## config.mk

```make
export PLATFORM = sky130hd
export DESIGN_NAME = rational_arithmetic_unit_core
export DESIGN_NICKNAME = d
export VERILOG_FILES = /design/src/rtl/core/rau_pkg.sv /design/src/rtl/core/rational_arithmetic_unit_core.sv /design/src/rtl/core/rau_front.sv /design/src/rtl/core/rau_queue.sv /design/src/rtl/core/rau_back.sv
export SDC_FILE = /design/constraint.sdc
export NUM_CORES = 2
export LEC_CHECK = 0
export BUFFER_PORTS_ARGS = -buffer_cell sky130_fd_sc_hd__buf_4
export CAP_MARGIN = 5
export CELL_PAD_IN_SITES_DETAIL_PLACEMENT = 1
export CELL_PAD_IN_SITES_GLOBAL_PLACEMENT = 1
export CORE_AREA = 2 2 436 330
export DETAILED_ROUTE_END_ITERATION = 8
export DIE_AREA = 0 0 438 332
export PLACE_DENSITY = 0.87
export SLEW_MARGIN = 20
export SYNTH_ARGS = -nofsm -noshare
export SYNTH_HDL_FRONTEND = slang
export SYNTH_SLANG_ARGS = --single-unit
```

## constraint.sdc

```tcl
create_clock -name clk -period 14.59 [get_ports clk]
set_input_delay 0 -clock clk [delete_from_list [all_inputs] [get_ports clk]]
set_output_delay 0 -clock clk [all_outputs]
set_load 0.01 [all_outputs]
```

## src/rtl/core/rau_pkg.sv

```systemverilog
// Package: shared constants, types and operation codes of the rational arithmetic unit.
package rau_pkg;

	localparam int unsigned OperandWidthDefault = 16;
	localparam int unsigned QueueDepthDefault   = 2;

	typedef enum logic [2:0] {
		OP_ADD = 3'd0,
		OP_SUB = 3'd1,
		OP_MUL = 3'd2,
		OP_DIV = 3'd3,
		OP_CMP = 3'd4
	} op_t;

	typedef enum logic [2:0] {
		ST_IDLE,
		ST_GCD_SHIFT,
		ST_GCD_LOOP,
		ST_DIV_NUM,
		ST_DIV_DEN,
		ST_DONE
	} exec_state_t;

	// Flags decided by the front part for one transaction.
	typedef struct packed {
		logic bypass;
		logic equal;
		logic div_zero;
		logic bad_den;
		logic neg;
	} cls_flags_t;

endpackage

```

## src/rtl/core/rational_arithmetic_unit_core.sv

```systemverilog
// Top level: rational arithmetic unit with GCD reduction.
// Usage:
//  Input channel is a queue write port: drive mode and the four fraction
//  fields with push; the transaction is taken on a clock edge with push high
//  and full low.
//  Result channel is a queue read port: while empty is low the result
//  (res_num/res_den reduced, sign in res_num, plus equal, div_zero, bad_den)
//  is on the ports; pop with empty low takes it.
//  Structure: two front stages form the four cross products (one multiplier
//  stage), then a two-entry queue, then the back sequencer: binary GCD
//  (one shift or subtract a cycle) and two restoring divisions.
//  The back part takes a new transaction only when it is idle and its
//  result register has been popped; bypassed cases (zero denominator,
//  divide by zero, zero numerator, compare) skip the GCD loop and the
//  divider.
//  Reset clears all valid state; queue and result register are empty.
//  When the receiver stalls, the held result blocks the back part, the queue
//  fills, then full rises; nothing is dropped.
module rational_arithmetic_unit_core import rau_pkg::*; #(
	parameter int unsigned OPERAND_WIDTH = OperandWidthDefault
) (
	input  logic                            clk,
	input  logic                            arst_n,
	input  logic                            push,
	output logic                            full,
	input  logic [2:0]                      mode,
	input  logic signed [OPERAND_WIDTH-1:0] left_num,
	input  logic signed [OPERAND_WIDTH-1:0] left_den,
	input  logic signed [OPERAND_WIDTH-1:0] right_num,
	input  logic signed [OPERAND_WIDTH-1:0] right_den,
	output logic                            empty,
	input  logic                            pop,
	output logic signed [2*OPERAND_WIDTH:0] res_num,
	output logic [2*OPERAND_WIDTH-2:0]      res_den,
	output logic                            equal,
	output logic                            div_zero,
	output logic                            bad_den
);
	localparam int unsigned NW = 2 * OPERAND_WIDTH + 1;
	localparam int unsigned DW = 2 * OPERAND_WIDTH;
	localparam int unsigned QW = NW + DW + $bits(cls_flags_t);

	logic          f_ready, f_valid, q_ready, q_valid, b_ready;
	logic [NW-1:0] f_n, q_n;
	logic [DW-1:0] f_d, q_d;
	cls_flags_t    f_fl, q_fl;
	logic [QW-1:0] q_rd;

	assign full = !f_ready;

	rau_front #(.OPERAND_WIDTH(OPERAND_WIDTH)) u_front (
		.clk, .arst_n,
		.in_valid(push), .in_ready(f_ready),
		.mode, .left_num, .left_den, .right_num, .right_den,
		.out_valid(f_valid), .out_ready(q_ready),
		.out_mag_n(f_n), .out_mag_d(f_d), .out_flags(f_fl)
	);

	rau_queue #(.WIDTH(QW), .DEPTH(QueueDepthDefault)) u_queue (
		.clk, .arst_n,
		.wr_valid(f_valid), .wr_ready(q_ready), .wr_data({f_n, f_d, f_fl}),
		.rd_valid(q_valid), .rd_ready(b_ready), .rd_data(q_rd)
	);
	assign {q_n, q_d, q_fl} = q_rd;

	rau_back #(.OPERAND_WIDTH(OPERAND_WIDTH)) u_back (
		.clk, .arst_n,
		.in_valid(q_valid), .in_ready(b_ready),
		.in_mag_n(q_n), .in_mag_d(q_d), .in_flags(q_fl),
		.empty, .pop, .res_num, .res_den, .equal, .div_zero, .bad_den
	);

	assert property (@(posedge clk) disable iff (!arst_n)
		!empty && !pop |=> !empty)
		else $error("result dropped while stalled");
	assert property (@(posedge clk) disable iff (!arst_n)
		!empty && !pop |=> $stable(res_num) && $stable(res_den))
		else $error("stalled result changed");
	assert property (@(posedge clk) disable iff (!arst_n)
		!empty |-> res_den != '0)
		else $error("zero result denominator");
endmodule

```

## src/rtl/core/rau_front.sv

```systemverilog
// Front part: accept a transaction, form the cross products and classify it.
module rau_front import rau_pkg::*; #(
	parameter int unsigned OPERAND_WIDTH = OperandWidthDefault
) (
	input  logic                           clk,
	input  logic                           arst_n,
	input  logic                           in_valid,
	output logic                           in_ready,
	input  logic [2:0]                     mode,
	input  logic signed [OPERAND_WIDTH-1:0] left_num,
	input  logic signed [OPERAND_WIDTH-1:0] left_den,
	input  logic signed [OPERAND_WIDTH-1:0] right_num,
	input  logic signed [OPERAND_WIDTH-1:0] right_den,
	output logic                           out_valid,
	input  logic                           out_ready,
	output logic [2*OPERAND_WIDTH:0]       out_mag_n,
	output logic [2*OPERAND_WIDTH-1:0]     out_mag_d,
	output cls_flags_t                     out_flags
);
	localparam int unsigned PW = 2 * OPERAND_WIDTH;

	// Stage 1: registered inputs; stage 2: products.
	logic                          v_s1, v_s2;
	logic [2:0]                    mode_s1, mode_s2;
	logic signed [OPERAND_WIDTH-1:0] ln_s1, ld_s1, rn_s1, rd_s1;
	logic signed [PW-1:0]          p_a_s2, p_b_s2, p_c_s2, p_d_s2;
	logic                          bad_s2, dz_s2;

	logic adv_s2, adv_s1;
	assign adv_s2 = !v_s2 || out_ready;
	assign adv_s1 = !v_s1 || adv_s2;
	assign in_ready = adv_s1;

	always_ff @(posedge clk or negedge arst_n) begin
		if (!arst_n) begin
			v_s1 <= 1'b0;
			v_s2 <= 1'b0;
		end else begin
			if (adv_s1) v_s1 <= in_valid;
			if (adv_s2) v_s2 <= v_s1;
		end
	end

	always_ff @(posedge clk) begin
		if (adv_s1 && in_valid) begin
			mode_s1 <= mode;
			ln_s1 <= left_num;
			ld_s1 <= left_den;
			rn_s1 <= right_num;
			rd_s1 <= right_den;
		end
		if (adv_s2 && v_s1) begin
			mode_s2 <= mode_s1;
			bad_s2  <= (ld_s1 == '0) || (rd_s1 == '0);
			dz_s2   <= (mode_s1 == OP_DIV) && (rn_s1 == '0);
			// ln*rd, ld*rn, ln*rn, ld*rd
			p_a_s2 <= PW'(ln_s1) * PW'(rd_s1);
			p_b_s2 <= PW'(ld_s1) * PW'(rn_s1);
			p_c_s2 <= PW'(ln_s1) * PW'(rn_s1);
			p_d_s2 <= PW'(ld_s1) * PW'(rd_s1);
		end
	end

	// Classification from the products.
	logic signed [PW:0] n_raw, d_raw;
	logic                valid_op;
	always_comb begin
		n_raw = '0;
		d_raw = (PW+1)'(1);
		valid_op = 1'b1;
		case (mode_s2)
			OP_ADD: begin
				n_raw = {p_a_s2[PW-1], p_a_s2} + {p_b_s2[PW-1], p_b_s2};
				d_raw = {p_d_s2[PW-1], p_d_s2};
			end
			OP_SUB: begin
				n_raw = {p_a_s2[PW-1], p_a_s2} - {p_b_s2[PW-1], p_b_s2};
				d_raw = {p_d_s2[PW-1], p_d_s2};
			end
			OP_MUL: begin
				n_raw = {p_c_s2[PW-1], p_c_s2};
				d_raw = {p_d_s2[PW-1], p_d_s2};
			end
			OP_DIV: begin
				n_raw = {p_a_s2[PW-1], p_a_s2};
				d_raw = {p_b_s2[PW-1], p_b_s2};
			end
			default: valid_op = 1'b0;
		endcase
	end

	logic [PW:0] n_abs, d_abs;
	assign n_abs = n_raw[PW] ? (PW+1)'(-n_raw) : n_raw;
	assign d_abs = d_raw[PW] ? (PW+1)'(-d_raw) : d_raw;

	assign out_valid = v_s2;
	assign out_mag_n = n_abs;
	assign out_mag_d = d_abs[PW-1:0];
	always_comb begin
		out_flags.bad_den  = bad_s2;
		out_flags.div_zero = dz_s2;
		out_flags.equal    = !bad_s2 && (mode_s2 == OP_CMP) && (p_a_s2 == p_b_s2);
		out_flags.bypass   = bad_s2 || dz_s2 || !valid_op || (n_raw == '0);
		out_flags.neg      = n_raw[PW] ^ d_raw[PW];
	end

	assert property (@(posedge clk) disable iff (!arst_n)
		out_valid && out_flags.div_zero |-> out_flags.bypass)
		else $error("divide by zero not bypassed");
	assert property (@(posedge clk) disable iff (!arst_n)
		out_valid && out_flags.bad_den |-> !out_flags.equal)
		else $error("equal set with zero denominator");
	assert property (@(posedge clk) disable iff (!arst_n)
		v_s2 && !out_ready |=> v_s2 && $stable(p_a_s2))
		else $error("stalled product lost");
endmodule

```

## src/rtl/core/rau_queue.sv

```systemverilog
// Short queue between the front and back parts.
module rau_queue import rau_pkg::*; #(
	parameter int unsigned WIDTH = 8,
	parameter int unsigned DEPTH = QueueDepthDefault
) (
	input  logic             clk,
	input  logic             arst_n,
	input  logic             wr_valid,
	output logic             wr_ready,
	input  logic [WIDTH-1:0] wr_data,
	output logic             rd_valid,
	input  logic             rd_ready,
	output logic [WIDTH-1:0] rd_data
);
	localparam int unsigned AW = (DEPTH > 1) ? $clog2(DEPTH) : 1;

	logic [WIDTH-1:0] mem_q [DEPTH];
	logic [AW-1:0]    wp_q, rp_q;
	logic [AW:0]      cnt_q;
	logic             wr_en, rd_en;

	assign wr_ready = (cnt_q != (AW+1)'(DEPTH));
	assign rd_valid = (cnt_q != '0);
	assign wr_en = wr_valid && wr_ready;
	assign rd_en = rd_valid && rd_ready;
	assign rd_data = mem_q[rp_q];

	always_ff @(posedge clk) begin
		if (wr_en) mem_q[wp_q] <= wr_data;
	end

	always_ff @(posedge clk or negedge arst_n) begin
		if (!arst_n) begin
			wp_q <= '0;
			rp_q <= '0;
			cnt_q <= '0;
		end else begin
			if (wr_en) wp_q <= (wp_q == AW'(DEPTH-1)) ? '0 : wp_q + 1'b1;
			if (rd_en) rp_q <= (rp_q == AW'(DEPTH-1)) ? '0 : rp_q + 1'b1;
			cnt_q <= cnt_q + (AW+1)'(wr_en) - (AW+1)'(rd_en);
		end
	end

	assert property (@(posedge clk) disable iff (!arst_n) cnt_q <= (AW+1)'(DEPTH))
		else $error("queue overflow");
endmodule

```

## src/rtl/core/rau_back.sv

```systemverilog
// Back part: binary GCD, two restoring divisions and the result register.
module rau_back import rau_pkg::*; #(
	parameter int unsigned OPERAND_WIDTH = OperandWidthDefault
) (
	input  logic                       clk,
	input  logic                       arst_n,
	input  logic                       in_valid,
	output logic                       in_ready,
	input  logic [2*OPERAND_WIDTH:0]   in_mag_n,
	input  logic [2*OPERAND_WIDTH-1:0] in_mag_d,
	input  cls_flags_t                 in_flags,
	output logic                       empty,
	input  logic                       pop,
	output logic signed [2*OPERAND_WIDTH:0] res_num,
	output logic [2*OPERAND_WIDTH-2:0] res_den,
	output logic                       equal,
	output logic                       div_zero,
	output logic                       bad_den
);
	localparam int unsigned W  = 2 * OPERAND_WIDTH + 1;
	localparam int unsigned CW = $clog2(W + 1);

	exec_state_t st_q, st_d;
	logic [W-1:0]   a_q, b_q, n_q, d_q, quo_q, rem_q, g_q;
	logic [CW-1:0]  k_q, i_q;
	cls_flags_t     fl_q;
	logic           full_q;

	// Division step over the current remainder.
	logic [W-1:0] div_src, rem_sh;
	logic         fit;
	assign div_src = (st_q == ST_DIV_NUM) ? n_q : d_q;
	assign rem_sh  = {rem_q[W-2:0], div_src[i_q]};
	assign fit     = (rem_sh >= g_q);

	assign in_ready = (st_q == ST_IDLE) && !full_q;

	always_comb begin
		st_d = st_q;
		unique case (st_q)
			ST_IDLE:      if (in_valid && !full_q) st_d = in_flags.bypass ? ST_DONE : ST_GCD_SHIFT;
			ST_GCD_SHIFT: if (a_q[0] || b_q[0]) st_d = ST_GCD_LOOP;
			ST_GCD_LOOP:  if (!a_q[0] && b_q != '0) st_d = ST_GCD_LOOP;
			              else if (b_q == '0) st_d = ST_DIV_NUM;
			ST_DIV_NUM:   if (i_q == '0) st_d = ST_DIV_DEN;
			ST_DIV_DEN:   if (i_q == '0) st_d = ST_DONE;
			ST_DONE:      st_d = ST_IDLE;
			default:      st_d = ST_IDLE;
		endcase
	end

	always_ff @(posedge clk or negedge arst_n) begin
		if (!arst_n) begin
			st_q <= ST_IDLE;
			full_q <= 1'b0;
		end else begin
			st_q <= st_d;
			if (st_q == ST_DONE) full_q <= 1'b1;
			else if (pop && full_q) full_q <= 1'b0;
		end
	end

	always_ff @(posedge clk) begin
		case (st_q)
			ST_IDLE: if (in_valid && !full_q) begin
				fl_q <= in_flags;
				n_q <= in_mag_n;
				d_q <= W'(in_mag_d);
				a_q <= in_mag_n;
				b_q <= W'(in_mag_d);
				k_q <= '0;
				quo_q <= '0;
			end
			ST_GCD_SHIFT: if (!(a_q[0] || b_q[0])) begin
				a_q <= a_q >> 1;
				b_q <= b_q >> 1;
				k_q <= k_q + 1'b1;
			end
			ST_GCD_LOOP: begin
				// a kept odd; strip b, then subtract the smaller.
				if (!a_q[0]) a_q <= a_q >> 1;
				else if (b_q == '0) begin
					g_q <= a_q << k_q;
					i_q <= CW'(W - 1);
					rem_q <= '0;
				end else if (!b_q[0]) b_q <= b_q >> 1;
				else if (a_q > b_q) begin
					a_q <= b_q;
					b_q <= a_q - b_q;
				end else b_q <= b_q - a_q;
			end
			ST_DIV_NUM, ST_DIV_DEN: begin
				quo_q <= {quo_q[W-2:0], fit};
				if (i_q == '0) begin
					i_q <= CW'(W - 1);
					rem_q <= '0;
					if (st_q == ST_DIV_NUM) n_q <= {quo_q[W-2:0], fit};
					else d_q <= {quo_q[W-2:0], fit};
				end else begin
					i_q <= i_q - 1'b1;
					rem_q <= fit ? rem_sh - g_q : rem_sh;
				end
			end
			ST_DONE: begin
				equal <= fl_q.equal;
				div_zero <= fl_q.div_zero;
				bad_den <= fl_q.bad_den;
				if (fl_q.bypass) begin
					res_num <= '0;
					res_den <= (W-2)'(1);
				end else begin
					res_num <= fl_q.neg ? W'(-n_q) : n_q;
					res_den <= d_q[W-3:0];
				end
			end
			default: ;
		endcase
	end

	assign empty = !full_q;

	assert property (@(posedge clk) disable iff (!arst_n)
		st_q == ST_DONE |-> !full_q)
		else $error("result overwritten");
	assert property (@(posedge clk) disable iff (!arst_n)
		st_q == ST_DONE |=> !empty)
		else $error("result not posted");
	assert property (@(posedge clk) disable iff (!arst_n)
		st_q == ST_DIV_NUM |-> g_q != '0)
		else $error("zero divisor");
endmodule
```

# After elaboration in Yosys (flattened, before gate mapping)
# Memory sizes are Yosys's and may differ from the RTL's.
# Index checks and enable logic that the tools add are counted.
[classes]
muxes = 57
multipliers = 4
bitwise = 1
magnitude_cmp = 3
addsub = 14
reduce_logical = 54
n_eq_ne = 27
shift = 1
[op_table]
columns = ["op", "count"]
rows = [
  ["$mux W33", 19],
  ["$pmux W33 S2", 3],
  ["$pmux W33 S3", 2],
  ["$mux W32", 6],
  ["$pmux W33 S4", 1],
  ["$mul A16 B16 Y32", 4],
  ["$pmux W32 S2", 2],
  ["$logic_not A33 Y1", 2],
  ["$neg A33 Y33", 2],
  ["$sub A33 B33 Y33", 2],
  ["$logic_not A16 Y1", 3],
  ["$add A32 B32 Y33", 1],
  ["$ge A33 B33 Y1", 1],
  ["$gt A33 B33 Y1", 1],
  ["$reduce_bool A33 Y1", 1],
  ["$shl A33 B6 Y33", 1],
  ["$sub A32 B32 Y33", 1],
  ["$eq A32 B32 Y1", 1],
  ["$neg A32 Y32", 1],
  ["$sub A32 B32 Y32", 1],
  ["$mux W6", 5],
  ["$pmux W6 S2", 2],
  ["$mux W3", 7],
  ["$eq A3 B2 Y1 const B", 5],
  ["other kinds (31)", 87],
]
[totals]
input_bits = 71
mem_count = 1
ram_bits = 140
ff_bits = 523
[memory_table]
columns = ["name", "words", "width", "read_ports", "rd_ports_with_merged_regs", "wr", "line", "source"]
rows = [
  ["u_queue.mem_q", 2, 70, 1, 0, 1, "rau_queue.sv:17", "logic [WIDTH-1:0] mem_q [DEPTH];"],
]

# Depth between registers and ports, before layout
[logic_depth]
word_depth = 8
mapped_depth = 25
ltp_nobuf = 24

# By module
# A second synthesis with hierarchy kept.
[hier_totals]
cells_unflattened = 8069
area_unflattened_um2 = 78950.7
[by_module_without_submodules]
columns = ["mod", "seq_area_each_um2", "cells_per_inst", "area_per_inst_um2", "n_inst"]
rows = [
  ["rau_front", 6055.8, 5674, 52414.0, 1],
  ["rau_back", 9499.1, 2159, 20931.3, 1],
  ["rau_queue", 4304.1, 235, 5601.6, 1],
  ["rational_arithmetic_unit_core", 0.0, 1, 3.8, 1],
]

# Worst setup path before layout
# Ideal clock, no wire load.
[synth_timing]
path_kind = "register to register"
start = "reg u_front.ld_s1[10]"
end = "reg u_front.p_d_s2[25], data pin"
slack_ns = 7.936
stages_incl_launch_ff = 22
required_ns = 14.332
setup_ns = 0.258
arrival_ns = 6.396
cell_sequence = "edfxtp_1 clkbuf_1 nand2_1 fa_1 fa_1 fa_1 fa_1 inv_1 fa_1 fa_1 ha_1 a21o_1 a21o_1 a21oi_1 nor2_1 a221oi_1 a21oi_1 a2111oi_0 o21ai_0 a21o_1 a21oi_1 xnor2_1"
[synth_via]
elab_chain_len = 1
[synth_rtl]
columns = ["element", "line", "source"]
rows = [
  ["start, declared", "rau_front.sv:25", "logic signed [OPERAND_WIDTH-1:0] ln_s1, ld_s1, rn_s1, rd_s1;"],
  ["start signal, assigned", "rau_front.sv:48", "ld_s1 <= left_den;"],
  ["$mul A16 B16 Y32", "rau_front.sv:60", "p_d_s2 <= PW'(ld_s1) * PW'(rd_s1);"],
  ["end signal, assigned", "rau_front.sv:60", ""],
  ["end, declared", "rau_front.sv:26", "logic signed [PW-1:0] p_a_s2, p_b_s2, p_c_s2, p_d_s2;"],
]
# Every way passes these cells.
# A chain may end at the register's enable or synchronous reset.

# Final worst setup path
[layout_timing]
start = "reg u_front.rn_s1[15]"
end = "reg u_front.p_b_s2[31], data pin"
[layout_via]
elab_chain_len = 1
[layout_rtl]
columns = ["element", "line", "source"]
rows = [
  ["start, declared", "rau_front.sv:25", ""],
  ["start signal, assigned", "rau_front.sv:49", "rn_s1 <= right_num;"],
  ["$mul A16 B16 Y32", "rau_front.sv:58", "p_b_s2 <= PW'(ld_s1) * PW'(rn_s1);"],
  ["end signal, assigned", "rau_front.sv:58", ""],
  ["end, declared", "rau_front.sv:26", ""],
]
# Every way passes these cells.

==> results.json <==
{
  "overflow": 0,
  "portBuffers": 139,
  "cts_buffer_depth": 3,
  "tightest_slew_ns": 1.313,
  "first_global_vias": 73610,
  "ys_types": 109,
  "post-route-period-util_pct": 59.56,
  "coreArea_mm2": 0.1414,
  "r2r-end": "u_front.p_b_s2[31]",
  "post-synth-top-area-cell": "fa_1",
  "drt-initial-drc-count": 9752,
  "r2r-start": "u_front.rn_s1[15]",
  "num_vias": 67430,
  "post_cts_resized": 0,
  "ys_warn_count": 0,
  "start_util_pct": 55.45,
  "grt_max_degree": 77,
  "n_fill_cell": 15470,
  "root_buffer": "clkbuf_16",
  "yosysMostFrequentCell": "inv_1",
  "synth_edf_count": 653,
  "maxCapViolCount": 0,
  "final.setup.tns_ns": 0,
  "outcome": "completed",
  "worstSetupPathType": "reg2reg",
  "drive_above_1_share_pct": 7.001,
  "die_x_um": 438,
  "cts_buffers": 79,
  "syn_area_per_cell_um2": 9.798,
  "rr_worst_depth": 21,
  "hold_path_class": "in2reg",
  "rows": 120,
  "syn_nets": 9627,
  "path_delay_family": "adder cells",
  "worst_clock_skew_ns": 0.1012,
  "dp_hpwl_mm": 226.5,
  "nNetsFinal": 9714,
  "setup_viol": 0,
  "holdPathStages": 2,
  "max_stage_delay_ns": 1.05,
  "synthTopCellsByArea": "fa_1 27%, edfxtp_1 25%, ha_1 8.0%, inv_1 6.5%, and2_1 4.0%",
  "yosys-top-cells-count": "1357 x inv_1, 1053 x fa_1, 816 x nand2_1, 653 x edfxtp_1, 501 x and2_1",
  "postLayoutCoreUtil_pct": 60.55,
  "dr.pass1.iters": 8,
  "holdPathEnd": "u_front.rn_s1[11]",
  "cp_num_buf_inv": 4,
  "slew_headroom_pct": 9.994,
  "hold_violations": 0,
  "grt_usage_pct": 46.33,
  "synthCells": 8004,
  "synth_area_mm2": 0.07842,
  "timing.critical_path.mode_cell": "fa_1",
  "htree_levels": 3,
  "min_from": "right_num[11]",
  "fmax_mhz": 115.1,
  "post-route-min-period_ns": 8.690,
  "wirelength_mm": 334.6,
  "worstPathArrival_ns": 9.19,
  "die-area_mm2": 0.1454,
  "worstSetupEndpointType": "register",
  "io_pins": 140,
  "grt_pass1_wl_mm": 492.9,
  "ant_nets": 0,
  "register_area_mm2": 0.01986,
  "ys_ff_latch": 663,
  "rrSetupSlack_ns": 5.90,
  "multi_input_area_mm2": 0.05204,
  "cts.sinks": 663,
  "path_max_fanout": 15,
  "path_cells": "clkinv_1 > buf_4 > nor2_1 > fa_1 > fa_1 > fa_1 > fa_1 > fa_1 > inv_1 > fa_1 > inv_1 > ha_1 > nand2_1 > o21ai_0 > a21oi_1 > a211o_1 > a31oi_1 > a2111oi_0 > o31ai_1 > a21oi_1 > xnor2_1",
  "synthFlopType": "edfxtp_1",
  "seq_area_frac_synth_pct": 25.32,
  "drc_errors": 0,
  "area_delta_synth_final_pct": 9.207,
  "wl_per_cell_um": 33.26,
  "synth_top_area_share_pct": 26.88,
  "cts_tree": "built",
  "antenna_found_initial": 36,
  "slowest_stage": "a2111oi_0",
  "rsz0062_at_grt": "no",
  "maxSlewViolCount": 0,
  "place_congestion": 0.9837,
  "critPathRequiredTime_ns": 15.09,
  "clock_latency_ns": 0.78,
  "die_h_um": 332,
  "async_flop_share_pct": 1.508,
  "cp-start-kind": "register",
  "path_clk_slew_ns": 0.06,
  "via_per_inst": 6.702
}
placed cells by master (no fill, tap or decap), types with 173 or more instances in the layout:
cell type,count
inv_1,1357
fa_1,1053
nand2_1,816
edfxtp_1,653
ha_1,499
and2_1,498
nor2_1,447
a21oi_1,411
buf_4,268
xnor2_1,208
o21ai_0,173
kinds of logic (layout without fill, tap and decap cells):
family	Yosys count	in the layout	share of synthesized area, %
and+or+nand+nor	2301	2301	14.30
buffers and inverters	1755	1907	8.507
adders and majority gates	1552	1552	34.84
AOI/OAI and AO/OA	1198	1198	10.03
DFF	663	663	25.32
xor gates and xnor gates	303	303	3.384
muxes	232	232	3.617
other	0	14	0
state kept, by name, summed over array words and instances, names as in the netlist, 33 cells and up:
name	flops
u_back.d_q	33
u_back.a_q	33
u_back.g_q	33
u_back.n_q	33
u_queue.mem_q	140
u_back.b_q	33
u_back.res_num	33
cell type report:
type                            instances  area share (%)
Multi-Input combinational cell       5586           60.76
Sequential cell                       663           23.19
Inverter                             1364           5.978
Timing Repair Buffer                  397           3.920
Tap cell                             1891           2.763
Clock buffer                           94           2.422
Clock inverter                         52          0.9262
Antenna cell                           14         0.04091
routing by layer:
layer | global-route usage [%] | vias to the layer above | part of all wire [%]
met4 | 30.21 | 36 | 8.0
met1 | 60.74 | 33840 | 37
met5 | 0 | - | 0.084
met3 | 18.39 | 1782 | 15
met2 | 63.37 | 5505 | 41
li1 | - | 26270 | -
worst max path at each step:
stage                         end  slack, ns               from  cells past startpoint
2_1_floorplan  u_front.p_d_s2[25]       7.94  u_front.ld_s1[10]                     21
3_3_place_gp   u_front.p_b_s2[31]       6.99   u_front.ld_s1[8]                     24
3_5_place_dp   u_front.p_b_s2[29]       6.53  u_front.rn_s1[15]                     21
4_1_cts        u_front.p_b_s2[31]       6.51  u_front.rn_s1[15]                     21
5_1_grt        u_front.p_b_s2[31]       5.96  u_front.rn_s1[15]                     21
6_report       u_front.p_b_s2[31]       5.90  u_front.rn_s1[15]                     21
stage by stage:
stage               instance area, µm²  std cells  worst slack, ns  hold WS [ns]
detailed placement               81420       9774            6.530       -0.1414
finish                           85640      10060            5.900       0.04551
floorplan                        78420       8004            7.936       -0.2956
CTS                              85530      10050            6.512      0.001842
global route                     85620      10050            5.960       0.02439
global placement                 81350       9772            6.990       -0.1514
timing repair:
action                                 CTS  global route
endpoints found under the hold margin   86             0
setup buffers                            0             0
hold buffers                           125             0
Power is not shown: default switching activity piles up to over one toggle a cycle in this logic, so the estimate is an artifact.
